$ cat src/rtl/core/postfix_stack_evaluator_assert.svh
// Assertion macros used by the evaluator back end.
// Depends on a clock named i_clk and an active-low reset named i_rst_n in scope.
`ifndef POSTFIX_STACK_EVALUATOR_ASSERT_SVH
`define POSTFIX_STACK_EVALUATOR_ASSERT_SVH

// Same-cycle implication, checked out of reset.
`define PSE_ASSERT_NOW(label, ante, cons, msg) \
    label: assert property (@(posedge i_clk) disable iff (!i_rst_n) (ante) |-> (cons)) \
        else $error(msg);

// Next-cycle implication, checked out of reset.
`define PSE_ASSERT_NEXT(label, ante, cons, msg) \
    label: assert property (@(posedge i_clk) disable iff (!i_rst_n) (ante) |=> (cons)) \
        else $error(msg);

`endif

$ cat src/rtl/core/pse_pkg.sv
// Shared types and constants for the postfix stack evaluator.
// No dependencies; imported by the top level, the front end, the divider and the back end.
`default_nettype none

package pse_pkg;

    localparam int WORD_W          = 32;
    localparam int NUM_W           = 31;
    localparam int ACT_W           = 3;
    localparam int STACK_DEPTH_DEF = 64;
    localparam int QUEUE_DEPTH     = 2;

    localparam logic [ACT_W-1:0] ACT_PUSH = 3'd0;
    localparam logic [ACT_W-1:0] ACT_ADD  = 3'd1;
    localparam logic [ACT_W-1:0] ACT_SUB  = 3'd2;
    localparam logic [ACT_W-1:0] ACT_MUL  = 3'd3;
    localparam logic [ACT_W-1:0] ACT_DIV  = 3'd4;
    localparam logic [ACT_W-1:0] ACT_END  = 3'd5;

    localparam logic [WORD_W-1:0] EMPTY_POP_VALUE = {WORD_W{1'b1}};

    typedef enum logic [2:0] {
        OP_PUSH,
        OP_ADD,
        OP_SUB,
        OP_MUL,
        OP_DIV,
        OP_END
    } t_op;

    typedef struct packed {
        t_op              op;
        logic [NUM_W-1:0] number;
    } t_token;

    typedef enum logic [2:0] {
        S_IDLE,
        S_RD_B,
        S_RD_A,
        S_EXEC,
        S_DIV,
        S_RD_END
    } t_back_state;

endpackage

`default_nettype wire

$ cat src/rtl/core/postfix_stack_evaluator.sv
// Top level of the postfix stack evaluator: front queue plus execution back end.
// Depends on pse_pkg, pse_front and pse_back.
//
// Tokens enter as beats on start/i_action/i_number and are taken whenever busy is low;
// a two-entry queue absorbs them while the back end works. A push is written from idle, an
// end token reads the stack top first, add/subtract/multiply make two registered reads from
// the stack RAM, then execute, and divide also waits on the one-bit-per-cycle divider.
// Each end token yields one result beat: o_valid is high for a single cycle with
// o_final_value, o_was_empty and o_divided_by_zero, and the receiver cannot stall it.
// Action codes 6 and 7 are accepted and ignored. No clearing pass is needed after reset.
`default_nettype none

module postfix_stack_evaluator
    import pse_pkg::*;
#(
    parameter int STACK_DEPTH = STACK_DEPTH_DEF
) (
    input  wire logic              i_clk,
    input  wire logic              i_rst_n,
    input  wire logic              start,
    output logic                   busy,
    input  wire logic [ACT_W-1:0]  i_action,
    input  wire logic [NUM_W-1:0]  i_number,
    output logic                   o_valid,
    output logic signed [WORD_W-1:0] o_final_value,
    output logic                   o_was_empty,
    output logic                   o_divided_by_zero
);

    t_token            tok;
    logic              tok_valid;
    logic              tok_pop;
    logic [WORD_W-1:0] final_value;

    pse_front u_front (
        .i_clk       (i_clk),
        .i_rst_n     (i_rst_n),
        .start       (start),
        .busy        (busy),
        .i_action    (i_action),
        .i_number    (i_number),
        .o_tok       (tok),
        .o_tok_valid (tok_valid),
        .i_tok_pop   (tok_pop)
    );

    pse_back #(
        .STACK_DEPTH (STACK_DEPTH)
    ) u_back (
        .i_clk             (i_clk),
        .i_rst_n           (i_rst_n),
        .i_tok             (tok),
        .i_tok_valid       (tok_valid),
        .o_tok_pop         (tok_pop),
        .o_valid           (o_valid),
        .o_final_value     (final_value),
        .o_was_empty       (o_was_empty),
        .o_divided_by_zero (o_divided_by_zero)
    );

    assign o_final_value = signed'(final_value);

endmodule

`default_nettype wire

$ cat src/rtl/core/pse_ram.sv
// Generic single-write, single-read RAM with registered read data.
// No dependencies.
`default_nettype none

module pse_ram #(
    parameter int WIDTH = 32,
    parameter int DEPTH = 64
) (
    input  wire logic                     i_clk,
    input  wire logic                     i_we,
    input  wire logic [$clog2(DEPTH)-1:0] i_waddr,
    input  wire logic [WIDTH-1:0]         i_wdata,
    input  wire logic [$clog2(DEPTH)-1:0] i_raddr,
    output logic      [WIDTH-1:0]         o_rdata
);

    logic [WIDTH-1:0] r_mem [DEPTH];
    logic [WIDTH-1:0] r_rdata;

    always_ff @(posedge i_clk) begin
        if (i_we) begin
            r_mem[i_waddr] <= i_wdata;
        end
        r_rdata <= r_mem[i_raddr];
    end

    assign o_rdata = r_rdata;

endmodule

`default_nettype wire

$ cat src/rtl/core/pse_front.sv
// Front end: accepts token beats, classifies the action code and queues tokens.
// Depends on pse_pkg.
`default_nettype none

module pse_front
    import pse_pkg::*;
(
    input  wire logic             i_clk,
    input  wire logic             i_rst_n,
    input  wire logic             start,
    output logic                  busy,
    input  wire logic [ACT_W-1:0] i_action,
    input  wire logic [NUM_W-1:0] i_number,
    output t_token                o_tok,
    output logic                  o_tok_valid,
    input  wire logic             i_tok_pop
);

    t_token     r_mem [QUEUE_DEPTH];
    logic       r_wptr;
    logic       r_rptr;
    logic [1:0] r_cnt;

    t_token     cls_tok;
    logic       cls_ok;
    logic       enq;

    always_comb begin
        cls_tok.number = i_number;
        cls_tok.op     = OP_PUSH;
        cls_ok         = 1'b1;
        case (i_action)
            ACT_PUSH: cls_tok.op = OP_PUSH;
            ACT_ADD:  cls_tok.op = OP_ADD;
            ACT_SUB:  cls_tok.op = OP_SUB;
            ACT_MUL:  cls_tok.op = OP_MUL;
            ACT_DIV:  cls_tok.op = OP_DIV;
            ACT_END:  cls_tok.op = OP_END;
            default:  cls_ok     = 1'b0;
        endcase
    end

    assign busy        = (r_cnt == 2'(QUEUE_DEPTH));
    // Unused action codes are taken from the port and then dropped here.
    assign enq         = start && !busy && cls_ok;
    assign o_tok       = r_mem[r_rptr];
    assign o_tok_valid = (r_cnt != 2'd0);

    always_ff @(posedge i_clk) begin
        if (enq) begin
            r_mem[r_wptr] <= cls_tok;
        end
    end

    always_ff @(posedge i_clk) begin
        if (!i_rst_n) begin
            r_wptr <= 1'b0;
            r_rptr <= 1'b0;
            r_cnt  <= 2'd0;
        end else begin
            if (enq) begin
                r_wptr <= !r_wptr;
            end
            if (i_tok_pop) begin
                r_rptr <= !r_rptr;
            end
            r_cnt <= r_cnt + 2'(enq) - 2'(i_tok_pop);
        end
    end

endmodule

`default_nettype wire

$ cat src/rtl/core/pse_div.sv
// Iterative signed divider, one quotient bit per cycle, truncating toward zero.
// Depends on pse_pkg.
`default_nettype none

module pse_div
    import pse_pkg::*;
(
    input  wire logic              i_clk,
    input  wire logic              i_rst_n,
    input  wire logic              i_start,
    input  wire logic [WORD_W-1:0] i_dividend,
    input  wire logic [WORD_W-1:0] i_divisor,
    output logic                   o_done,
    output logic      [WORD_W-1:0] o_quotient
);

    localparam int STEP_W = $clog2(WORD_W + 1);

    logic              r_busy;
    logic              r_done;
    logic [STEP_W-1:0] r_step;
    logic              r_neg;
    logic [WORD_W-1:0] r_quo;
    logic [WORD_W-1:0] r_rem;
    logic [WORD_W-1:0] r_den;

    logic [WORD_W:0]   rem_sh;
    logic [WORD_W:0]   diff;

    // The dividend shifts out of the quotient register as quotient bits shift in.
    assign rem_sh = {r_rem, r_quo[WORD_W-1]};
    assign diff   = rem_sh - {1'b0, r_den};

    always_ff @(posedge i_clk) begin
        if (i_start) begin
            r_neg <= i_dividend[WORD_W-1] ^ i_divisor[WORD_W-1];
            r_quo <= i_dividend[WORD_W-1] ? (WORD_W'(0) - i_dividend) : i_dividend;
            r_den <= i_divisor[WORD_W-1] ? (WORD_W'(0) - i_divisor) : i_divisor;
            r_rem <= '0;
        end else if (r_busy) begin
            if (!diff[WORD_W]) begin
                r_rem <= diff[WORD_W-1:0];
                r_quo <= {r_quo[WORD_W-2:0], 1'b1};
            end else begin
                r_rem <= rem_sh[WORD_W-1:0];
                r_quo <= {r_quo[WORD_W-2:0], 1'b0};
            end
        end
    end

    always_ff @(posedge i_clk) begin
        if (!i_rst_n) begin
            r_busy <= 1'b0;
            r_done <= 1'b0;
            r_step <= '0;
        end else begin
            r_done <= 1'b0;
            if (i_start) begin
                r_busy <= 1'b1;
                r_step <= STEP_W'(WORD_W);
            end else if (r_busy) begin
                r_step <= r_step - STEP_W'(1);
                if (r_step == STEP_W'(1)) begin
                    r_busy <= 1'b0;
                    r_done <= 1'b1;
                end
            end
        end
    end

    assign o_done     = r_done;
    assign o_quotient = r_neg ? (WORD_W'(0) - r_quo) : r_quo;

endmodule

`default_nettype wire

$ cat src/rtl/core/pse_back.sv
// Back end: runs queued tokens against the value stack and the divider.
// Depends on pse_pkg, pse_ram, pse_div and the assertion macro header.
`default_nettype none
`include "postfix_stack_evaluator_assert.svh"

module pse_back
    import pse_pkg::*;
#(
    parameter int STACK_DEPTH = STACK_DEPTH_DEF
) (
    input  wire logic         i_clk,
    input  wire logic         i_rst_n,
    input  t_token            i_tok,
    input  wire logic         i_tok_valid,
    output logic              o_tok_pop,
    output logic              o_valid,
    output logic [WORD_W-1:0] o_final_value,
    output logic              o_was_empty,
    output logic              o_divided_by_zero
);

    localparam int AW = $clog2(STACK_DEPTH);
    localparam int CW = $clog2(STACK_DEPTH + 1);

    t_back_state       r_state, n_state;
    logic [CW-1:0]     r_count, n_count;
    t_op               r_op, n_op;
    logic [WORD_W-1:0] r_a, n_a;
    logic [WORD_W-1:0] r_b, n_b;
    logic              r_zdiv, n_zdiv;
    logic              r_out_valid, n_out_valid;
    logic [WORD_W-1:0] r_out_value, n_out_value;
    logic              r_out_empty, n_out_empty;
    logic              r_out_zdiv, n_out_zdiv;

    logic              ram_we;
    logic [WORD_W-1:0] ram_wdata;
    logic [AW-1:0]     ram_raddr;
    logic [WORD_W-1:0] ram_rdata;
    logic              div_start;
    logic              div_done;
    logic [WORD_W-1:0] div_quot;

    logic [CW-1:0]     cnt_m1;
    logic [CW-1:0]     cnt_m2;
    logic              has_room;
    logic [WORD_W-1:0] exec_res;
    logic              exec_push;

    assign cnt_m1   = r_count - CW'(1);
    assign cnt_m2   = r_count - CW'(2);
    assign has_room = (r_count < CW'(STACK_DEPTH));
    // The top entry is read in IDLE, the one beneath it in RD_B.
    assign ram_raddr = (r_state == S_RD_B) ? cnt_m2[AW-1:0] : cnt_m1[AW-1:0];

    pse_ram #(
        .WIDTH (WORD_W),
        .DEPTH (STACK_DEPTH)
    ) u_stack (
        .i_clk   (i_clk),
        .i_we    (ram_we),
        .i_waddr (r_count[AW-1:0]),
        .i_wdata (ram_wdata),
        .i_raddr (ram_raddr),
        .o_rdata (ram_rdata)
    );

    pse_div u_div (
        .i_clk      (i_clk),
        .i_rst_n    (i_rst_n),
        .i_start    (div_start),
        .i_dividend (r_a),
        .i_divisor  (r_b),
        .o_done     (div_done),
        .o_quotient (div_quot)
    );

    always_comb begin
        exec_res  = '0;
        exec_push = 1'b1;
        unique case (r_op)
            OP_ADD: exec_res = r_a + r_b;
            OP_SUB: exec_res = r_a - r_b;
            OP_MUL: exec_res = r_a * r_b;
            OP_DIV: begin
                // A zero divisor pushes zero; anything else goes to the divider.
                exec_res  = '0;
                exec_push = (r_b == '0);
            end
            OP_PUSH, OP_END: exec_push = 1'b0;
        endcase
    end

    always_comb begin
        n_state     = r_state;
        n_count     = r_count;
        n_op        = r_op;
        n_a         = r_a;
        n_b         = r_b;
        n_zdiv      = r_zdiv;
        n_out_valid = 1'b0;
        n_out_value = r_out_value;
        n_out_empty = r_out_empty;
        n_out_zdiv  = r_out_zdiv;
        ram_we      = 1'b0;
        ram_wdata   = '0;
        o_tok_pop   = 1'b0;
        div_start   = 1'b0;
        unique case (r_state)
            S_IDLE: begin
                if (i_tok_valid) begin
                    o_tok_pop = 1'b1;
                    n_op      = i_tok.op;
                    unique case (i_tok.op)
                        OP_PUSH: begin
                            if (has_room) begin
                                ram_we    = 1'b1;
                                ram_wdata = {1'b0, i_tok.number};
                                n_count   = r_count + CW'(1);
                            end
                        end
                        OP_END: n_state = S_RD_END;
                        OP_ADD, OP_SUB, OP_MUL, OP_DIV: n_state = S_RD_B;
                    endcase
                end
            end
            S_RD_B: begin
                n_b     = (r_count != '0) ? ram_rdata : EMPTY_POP_VALUE;
                n_state = S_RD_A;
            end
            S_RD_A: begin
                if (r_count >= CW'(2)) begin
                    n_a     = ram_rdata;
                    n_count = cnt_m2;
                end else begin
                    n_a     = EMPTY_POP_VALUE;
                    n_count = '0;
                end
                n_state = S_EXEC;
            end
            S_EXEC: begin
                if (r_op == OP_DIV && r_b == '0) begin
                    n_zdiv = 1'b1;
                end
                if (exec_push) begin
                    if (has_room) begin
                        ram_we    = 1'b1;
                        ram_wdata = exec_res;
                        n_count   = r_count + CW'(1);
                    end
                    n_state = S_IDLE;
                end else if (r_op == OP_DIV) begin
                    div_start = 1'b1;
                    n_state   = S_DIV;
                end else begin
                    n_state = S_IDLE;
                end
            end
            S_DIV: begin
                if (div_done) begin
                    if (has_room) begin
                        ram_we    = 1'b1;
                        ram_wdata = div_quot;
                        n_count   = r_count + CW'(1);
                    end
                    n_state = S_IDLE;
                end
            end
            S_RD_END: begin
                n_out_valid = 1'b1;
                n_out_value = (r_count != '0) ? ram_rdata : EMPTY_POP_VALUE;
                n_out_empty = (r_count == '0);
                n_out_zdiv  = r_zdiv;
                n_count     = '0;
                n_zdiv      = 1'b0;
                n_state     = S_IDLE;
            end
        endcase
    end

    always_ff @(posedge i_clk) begin
        if (!i_rst_n) begin
            r_state     <= S_IDLE;
            r_count     <= '0;
            r_op        <= OP_PUSH;
            r_zdiv      <= 1'b0;
            r_out_valid <= 1'b0;
        end else begin
            r_state     <= n_state;
            r_count     <= n_count;
            r_op        <= n_op;
            r_zdiv      <= n_zdiv;
            r_out_valid <= n_out_valid;
        end
    end

    always_ff @(posedge i_clk) begin
        r_a         <= n_a;
        r_b         <= n_b;
        r_out_value <= n_out_value;
        r_out_empty <= n_out_empty;
        r_out_zdiv  <= n_out_zdiv;
    end

    assign o_valid           = r_out_valid;
    assign o_final_value     = r_out_value;
    assign o_was_empty       = r_out_empty;
    assign o_divided_by_zero = r_out_zdiv;

    `PSE_ASSERT_NOW(a_count_bound, 1'b1, r_count <= CW'(STACK_DEPTH), "stack count overflow")
    `PSE_ASSERT_NEXT(a_end_emits, r_state == S_RD_END, r_out_valid && r_state == S_IDLE, "end beat without result")
    `PSE_ASSERT_NOW(a_div_nonzero, div_start, r_b != '0 && r_op == OP_DIV, "divider started on zero divisor")
    `PSE_ASSERT_NOW(a_div_owner, div_done, r_state == S_DIV, "divider finished outside divide state")

endmodule

`default_nettype wire
$ cat config.mk
export PLATFORM = sky130hd
export DESIGN_NAME = postfix_stack_evaluator
export DESIGN_NICKNAME = d
export VERILOG_FILES = /design/src/rtl/core/pse_pkg.sv /design/src/rtl/core/postfix_stack_evaluator.sv /design/src/rtl/core/pse_ram.sv /design/src/rtl/core/pse_front.sv /design/src/rtl/core/pse_div.sv /design/src/rtl/core/pse_back.sv
export VERILOG_INCLUDE_DIRS = /design/src /design/src/rtl/core
export SDC_FILE = /design/constraint.sdc
export NUM_CORES = 2
export LEC_CHECK = 0
export BUFFER_PORTS_ARGS = -buffer_cell sky130_fd_sc_hd__buf_4
export CAP_MARGIN = 20
export CELL_PAD_IN_SITES_DETAIL_PLACEMENT = 1
export CELL_PAD_IN_SITES_GLOBAL_PLACEMENT = 1
export CORE_AREA = 10 10 486 488
export CTS_BUF_LIST = sky130_fd_sc_hd__clkbuf_2 sky130_fd_sc_hd__clkbuf_4 sky130_fd_sc_hd__clkbuf_8
export DETAILED_ROUTE_END_ITERATION = 10
export DIE_AREA = 0 0 496 498
export MAX_ROUTING_LAYER = met4
export PLACE_DENSITY = 0.79
export RECOVER_POWER = 50
export SKIP_LAST_GASP = 1
export SYNTH_ARGS = -nofsm -noshare
export SYNTH_HDL_FRONTEND = slang
export SYNTH_SLANG_ARGS = --single-unit
$ cat constraint.sdc
create_clock -name i_clk -period 10 [get_ports i_clk]
set_clock_uncertainty 0.05 [all_clocks]
set_input_delay 2 -clock i_clk [delete_from_list [all_inputs] [get_ports i_clk]]
set_output_delay 2 -clock i_clk [all_outputs]
set_load 0.01 [all_outputs]
Word-level counts from Yosys, hierarchy flattened

Memories as Yosys holds them, arrays and structs flattened. A register that Yosys moved wholly into a read port is not among the register bits.
Cells that the tools add are included.

Flip-flop bits (word level): 222
Bits in latches: 0
Bits in writable memories: 2116
ROM bits: 0
Memories: 2

Add/subtract/negate cells: 12
$mul: 1
Div/mod/pow operators: 0
Magnitude comparators: 2
Equal/unequal tests: 28
Shift-type cells: 0
Mux-type cells: 60
Bitwise gates (word level): 3
Reductions and logical operators: 26

Memories:

| name                 | words | width | read ports | clocked after Yosys merged registers in | wr ports | line            | text |
|---|---|---|---|---|---|---|---|
| u_back.u_stack.r_mem | 64    | 32    | 1          | 1                                       | 1        | pse_ram.sv:17   | `logic [WIDTH-1:0] r_mem [DEPTH];` |
| u_front.r_mem        | 2     | 34    | 1          | 1                                       | 1        | pse_front.sv:19 | `t_token r_mem [QUEUE_DEPTH];` |

Operators by type and width:

| operator                | count |
|---|---|
| $mux W32                | 12 |
| $pmux W32 S3            | 2 |
| $sub A1 B32 Y32 const A | 3 |
| $mux W31                | 2 |
| $mux W7                 | 6 |
| $pmux W7 S5             | 1 |
| $sub A33 B32 Y33        | 1 |
| $add A32 B32 Y32        | 1 |
| $logic_not A32 Y1       | 1 |
| $mul A32 B32 Y32        | 1 |
| $sub A32 B32 Y32        | 1 |
| $eq A3 B2 Y1 const B    | 8 |
| $eq A3 B3 Y1 const B    | 8 |
| $mux W1                 | 24 |
| $mux W6                 | 3 |
| $pmux W3 S6             | 1 |
| $pmux W3 S5             | 1 |
| $eq A3 B1 Y1 const B    | 4 |
| $logic_not A3 Y1        | 4 |
| $mux W3                 | 4 |
| $sub A6 B1 Y6 const B   | 2 |
| $add A7 B1 Y7 const B   | 1 |
| $ge A7 B2 Y1 const B    | 1 |
| $logic_not A7 Y1        | 1 |
| 26 further kinds        | 39 |

Longest topological paths before layout

Word-level depth: 7
Mapped depth: 27

Cells and area by module

From an unflattened synthesis, not the netlist that was laid out.

Cells, all modules: 6887
Area, all modules: 112504.2 µm²

By module, submodules not included:

| module    | instances | cells each | area each (µm²) | seq. area each (µm²) |
|---|---|---|---|---|
| pse_ram   | 1         | 3324       | 78512.8         | 62139.6 |
| pse_back  | 1         | 2550       | 23334.9         | 3243.1 |
| pse_div   | 1         | 879        | 7776.2          | 2752.6 |
| pse_front | 1         | 134        | 2880.3          | 2142.1 |

Worst setup path after synthesis

No wires, ideal clock.

Kind: register -> register
Start point: register u_back.r_a[17]
End point: memory u_back.u_stack.r_mem[0][31], data pin
Library setup time: 702 ps
Arrival time: 9142 ps
Setup slack: 107 ps
Cell stages (with the launch flop): 23
Path buffers: 2
Clock period less this slack: 9893 ps
Cells stage by stage: edfxtp_1 > clkbuf_1 > clkbuf_1 > and2_1 > fa_1 > fa_1 > fa_1 > inv_1 > fa_1 > inv_1 > fa_1 > fa_1 > fa_1 > fa_1 > ha_1 > a21o_1 > a21o_1 > or3_1 > a311oi_1 > o31ai_1 > a31oi_1 > xnor2_1 > o21ai_0

Cells in the longest elaborated chain, start to end: 5
Elaborated cells between the ends (all ways): 7
Classes of those cells: add/sub (2); mul (1); mux (4)

Ends and longest elaborated chain:

| what                                           | line            | text |
|---|---|---|
| start, declared                                | pse_back.sv:28  | `logic [WORD_W-1:0] r_a, n_a;` |
| start signal, assigned                         | pse_back.sv:198 | `r_a <= n_a;` |
| $mul A32 B32 Y32, or another cell as far along | pse_back.sv:84  | `OP_MUL: exec_res = r_a * r_b;` |
| $pmux W32 S3 (*)                               | pse_back.sv:81  | `unique case (r_op)` |
| $mux W32 (*)                                   | pse_back.sv:146 | `if (has_room) begin` |
| $mux W32 (*)                                   | pse_back.sv:145 | `if (exec_push) begin` |
| $pmux W32 S3 (*)                               | pse_back.sv:109 | `unique case (r_state)` |
| named net u_back.ram_wdata[31]                 | pse_back.sv:37  | `logic [WORD_W-1:0] ram_wdata;` |
| end, declared                                  | pse_ram.sv:17   |  |

Mark *: on every way through the listed nets, which the timed path passes. The rest lies on a longest branch.

Final worst setup path

Start point: register u_back.r_b[1]
End point: memory u_back.u_stack.r_mem[72][3] (netlist: u_back.u_stack.r_mem[36][3]), enable pin

Cells in the longest elaborated chain, start to end: 6

Ends and longest elaborated chain:

| what                          | line            | text |
|---|---|---|
| start, declared               | pse_back.sv:29  | `logic [WORD_W-1:0] r_b, n_b;` |
| start signal, assigned        | pse_back.sv:199 | `r_b <= n_b;` |
| $logic_not A32 Y1             | pse_back.sv:88  | `exec_push = (r_b == '0);` |
| $pmux W1 S2                   | pse_back.sv:81  |  |
| $mux W1                       | pse_back.sv:145 |  |
| $pmux W1 S3                   | pse_back.sv:109 |  |
| $mux W1                       | pse_ram.sv:21   | `if (i_we) begin` |
| $mux W1 (not written as such) | pse_ram.sv:22   | `r_mem[i_waddr] <= i_wdata;` |

No other way between the ends.

==> impl_metrics.json <==
{
  "crit_fanout": 32,
  "postCtsHoldBufs": 0,
  "relSlewSlack": -1.70,
  "cts_repair_resize_count": 0,
  "cts_tree": "yes",
  "cts_setup_buffers": 0,
  "grt_max_degree": 152,
  "min_to": "u_back.u_div.r_step[0]$_SDFFE_PP0P_",
  "drive_gt1_frac": 0.193,
  "vias": 66000,
  "die_h_um": 498,
  "wl_mm": 344,
  "min-delay-start": "u_back.u_div.r_step[0]$_SDFFE_PP0P_",
  "synth_edf_count": 2279,
  "synth_seq_cells": 2371,
  "fin_ws_ps": 669,
  "rr_worst_depth": 14,
  "finish.utilization": 0.553,
  "final_common_cell": "edfxtp_1",
  "hpwl_mm": 213,
  "startpoint_type": "flip-flop",
  "routed_via_density": 6.27,
  "fin_nets": 7863,
  "path_buf_inv": 4,
  "gp_congestion": 0.951,
  "worstMarginPinSlew_ps": 4050,
  "violations": "capacitance limit, slew limit",
  "grt_use_total": 0.285,
  "rsz0062_at_grt": "no",
  "async_flop_share": 0,
  "crit_chain": "clkbuf_1, inv_1, ha_1, or3b_1, nor4_1, nand4_1, nor4_1, or2_2, o221ai_1, clkbuf_1, or4b_1, or3_1, nor2_4, clkbuf_1",
  "most-common-layout-cells": "edfxtp_1 (2,279), mux4_2 (544), inv_1 (458), nand2_1 (418)",
  "end_kind": "flip-flop",
  "path_delay_family": "simple AND/OR/NAND/NOR gates",
  "drt-initial-drc-count": 7721,
  "hold_viol": 0,
  "clk_latency_ps": 1150,
  "ioPinCount": 73,
  "area_growth_pct": 11.0,
  "finalCriticalPeriod_ps": 9330,
  "r2r-end": "u_back.u_stack.r_mem[36][3]$_DFFE_PP_",
  "r2r-start": "u_back.r_b[1]$_DFFE_PP_",
  "fp.dieW_um": 496,
  "setup_viol": 0,
  "whs_ps": 443,
  "clock-root-buffer": "clkbuf_8",
  "status": "complete, but fails checks",
  "clock_path_buffers": 4,
  "critical_path_class": "flip-flop to flip-flop",
  "h-tree-depth": 5,
  "pre_cts_slack_ps": 1280,
  "grt_pass1_vias": 70500,
  "path_common_cell": "clkbuf_1",
  "syn-num-nets": 7592,
  "hp-class": "flip-flop to flip-flop",
  "arrival_ps": 9900,
  "r2r_slack_ps": 670,
  "ys_types": 84,
  "synth_flop_cell": "edfxtp_1",
  "yosys_warnings": 0,
  "grt_first_pass_wirelength_mm": 499,
  "rows": 175,
  "start_util": 0.498,
  "first_pass_iters": 5,
  "fmax_ghz": 0.107,
  "antenna_found_initial": 34,
  "numClockSinks": 2371,
  "cp.required_ps": 10560,
  "yosysSeqAreaShare": 0.624,
  "worst_setup_hold_path_clk_slew_ps": 70,
  "syn_area_mm2": 0.113,
  "design.core.area_mm2": 0.226,
  "period_share": 0.933,
  "remaining_drc_errors": 0,
  "ant_nets": 0,
  "die-area_mm2": 0.247,
  "cts_made_buffers": 390,
  "finalSetupTns_ps": 0,
  "syn_avg_cell_area_um2": 16.2,
  "io_buffers": 72,
  "hold-path-cell-count": 2,
  "drv_cap": 51,
  "wire_per_inst_um": 32.7,
  "slowest_stage": "clkbuf_1",
  "overflow": 0,
  "slew_violations": 1825,
  "synthCells": 6940,
  "cpPeakStageDelay_ps": 2070
}
## worst max-delay path by stage
stage	depth (start not counted)	start	endpoint	slack (ps)
after floorplan	22	u_back.r_a[17]$_SDFFCE_PP1P_	u_back.u_stack.r_mem[0][31]$_DFFE_PP_	110
after global placement	21	u_back.r_b[2]$_DFFE_PP_	u_back.u_stack.r_mem[25][29]$_DFFE_PP_	1440
after detailed placement	21	u_back.r_b[2]$_DFFE_PP_	u_back.u_stack.r_mem[15][27]$_DFFE_PP_	1280
after CTS	21	u_back.r_a[10]$_SDFFCE_PP1P_	u_back.u_stack.r_mem[52][29]$_DFFE_PP_	1170
after global routing	14	u_back.r_b[1]$_DFFE_PP_	u_back.u_stack.r_mem[3][9]$_DFFE_PP_	490
final	14	u_back.r_b[1]$_DFFE_PP_	u_back.u_stack.r_mem[36][3]$_DFFE_PP_	670
## area by class of cell
cell class,count,area (µm²)
fillers,21100,101000
flip-flops and latches,2371,70300
well taps,3009,3760
clock inverters,155,1090
clock buffers,514,6420
diodes,25,62.6
multi-input cells,3701,39800
repair buffers,288,1940
inverters,459,1720
## flip-flops by register name, indices dropped and copies added, names as in the netlist, 3 cells and up, named ones only
register                cells
u_back.r_b                 32
u_back.o_final_value       32
u_back.u_stack.r_mem     2048
u_back.r_a                 32
u_back.u_div.r_rem         32
u_back.r_count              7
u_back.u_div.r_step         6
u_back.u_stack.o_rdata     32
u_back.u_div.r_quo         32
u_back.r_state              3
u_front.r_mem              68
u_back.r_op                 3
u_back.u_div.r_den         32
## per-stage QoR
stage                     instance area [µm²]  instances
final                                  125000      10500
after global routing                   125000      10500
after CTS                              126000      10500
after detailed placement               118000       9823
after global placement                 118000       9821
after floorplan                        113000       6940
## synthesized netlist by cell type (all sizes together) (9+ instances only)
master     n  area share
edfxtp  2279        0.61
mux4     544        0.11
inv      459       0.015
nand2    418       0.014
fa       410       0.073
and2     306       0.017
clkbuf   296      0.0099
a21oi    223      0.0099
ha       205       0.023
mux2i    194       0.017
nor2     152      0.0051
nor2b    151      0.0084
o21ai    151      0.0067
a211oi   140      0.0093
xnor2    136       0.011
xor2     126      0.0098
buf      113      0.0045
dfxtp     92       0.016
nand2b    83      0.0046
nor3      44      0.0020
nand3     35      0.0016
a21o      33      0.0022
o31ai     33      0.0022
or3       31      0.0017
o22ai     27      0.0015
o221ai    20      0.0016
or2       20      0.0011
o21a      18      0.0012
o41ai     17      0.0013
or4       17      0.0012
nand4     15     0.00089
nor4      15      0.0010
a31oi     13     0.00072
and3      10     0.00056
o211ai     9     0.00060
## tightest hold or removal path: stages, from the launching register on
cell and delay, ps:
dfxtp_1 320, nand2_1 60, a21oi_1 60
## logic make-up after synthesis
group,after synthesis,synth area share
XOR/XNOR,262,0.0204
AO/OA/AOI/OAI,760,0.0434
buffers and inverters,868,0.0297
AND/OR/NAND/NOR,1325,0.0611
adder cells (fa/ha/maj),615,0.0956
multiplexers,739,0.126
flip-flops,2371,0.624
## routing by layer
metal  track usage  wire length, µm  vias up
met3        0.0596            30200      815
met5             -                0        -
li1              -                -    26700
met1         0.353           128000    35000
met4         0.137            18400        0
met2         0.449           168000     3515
Power is left out: the tool's default activity adds up to more than one toggle a clock period on the data nets, which glitch-free logic cannot reach.
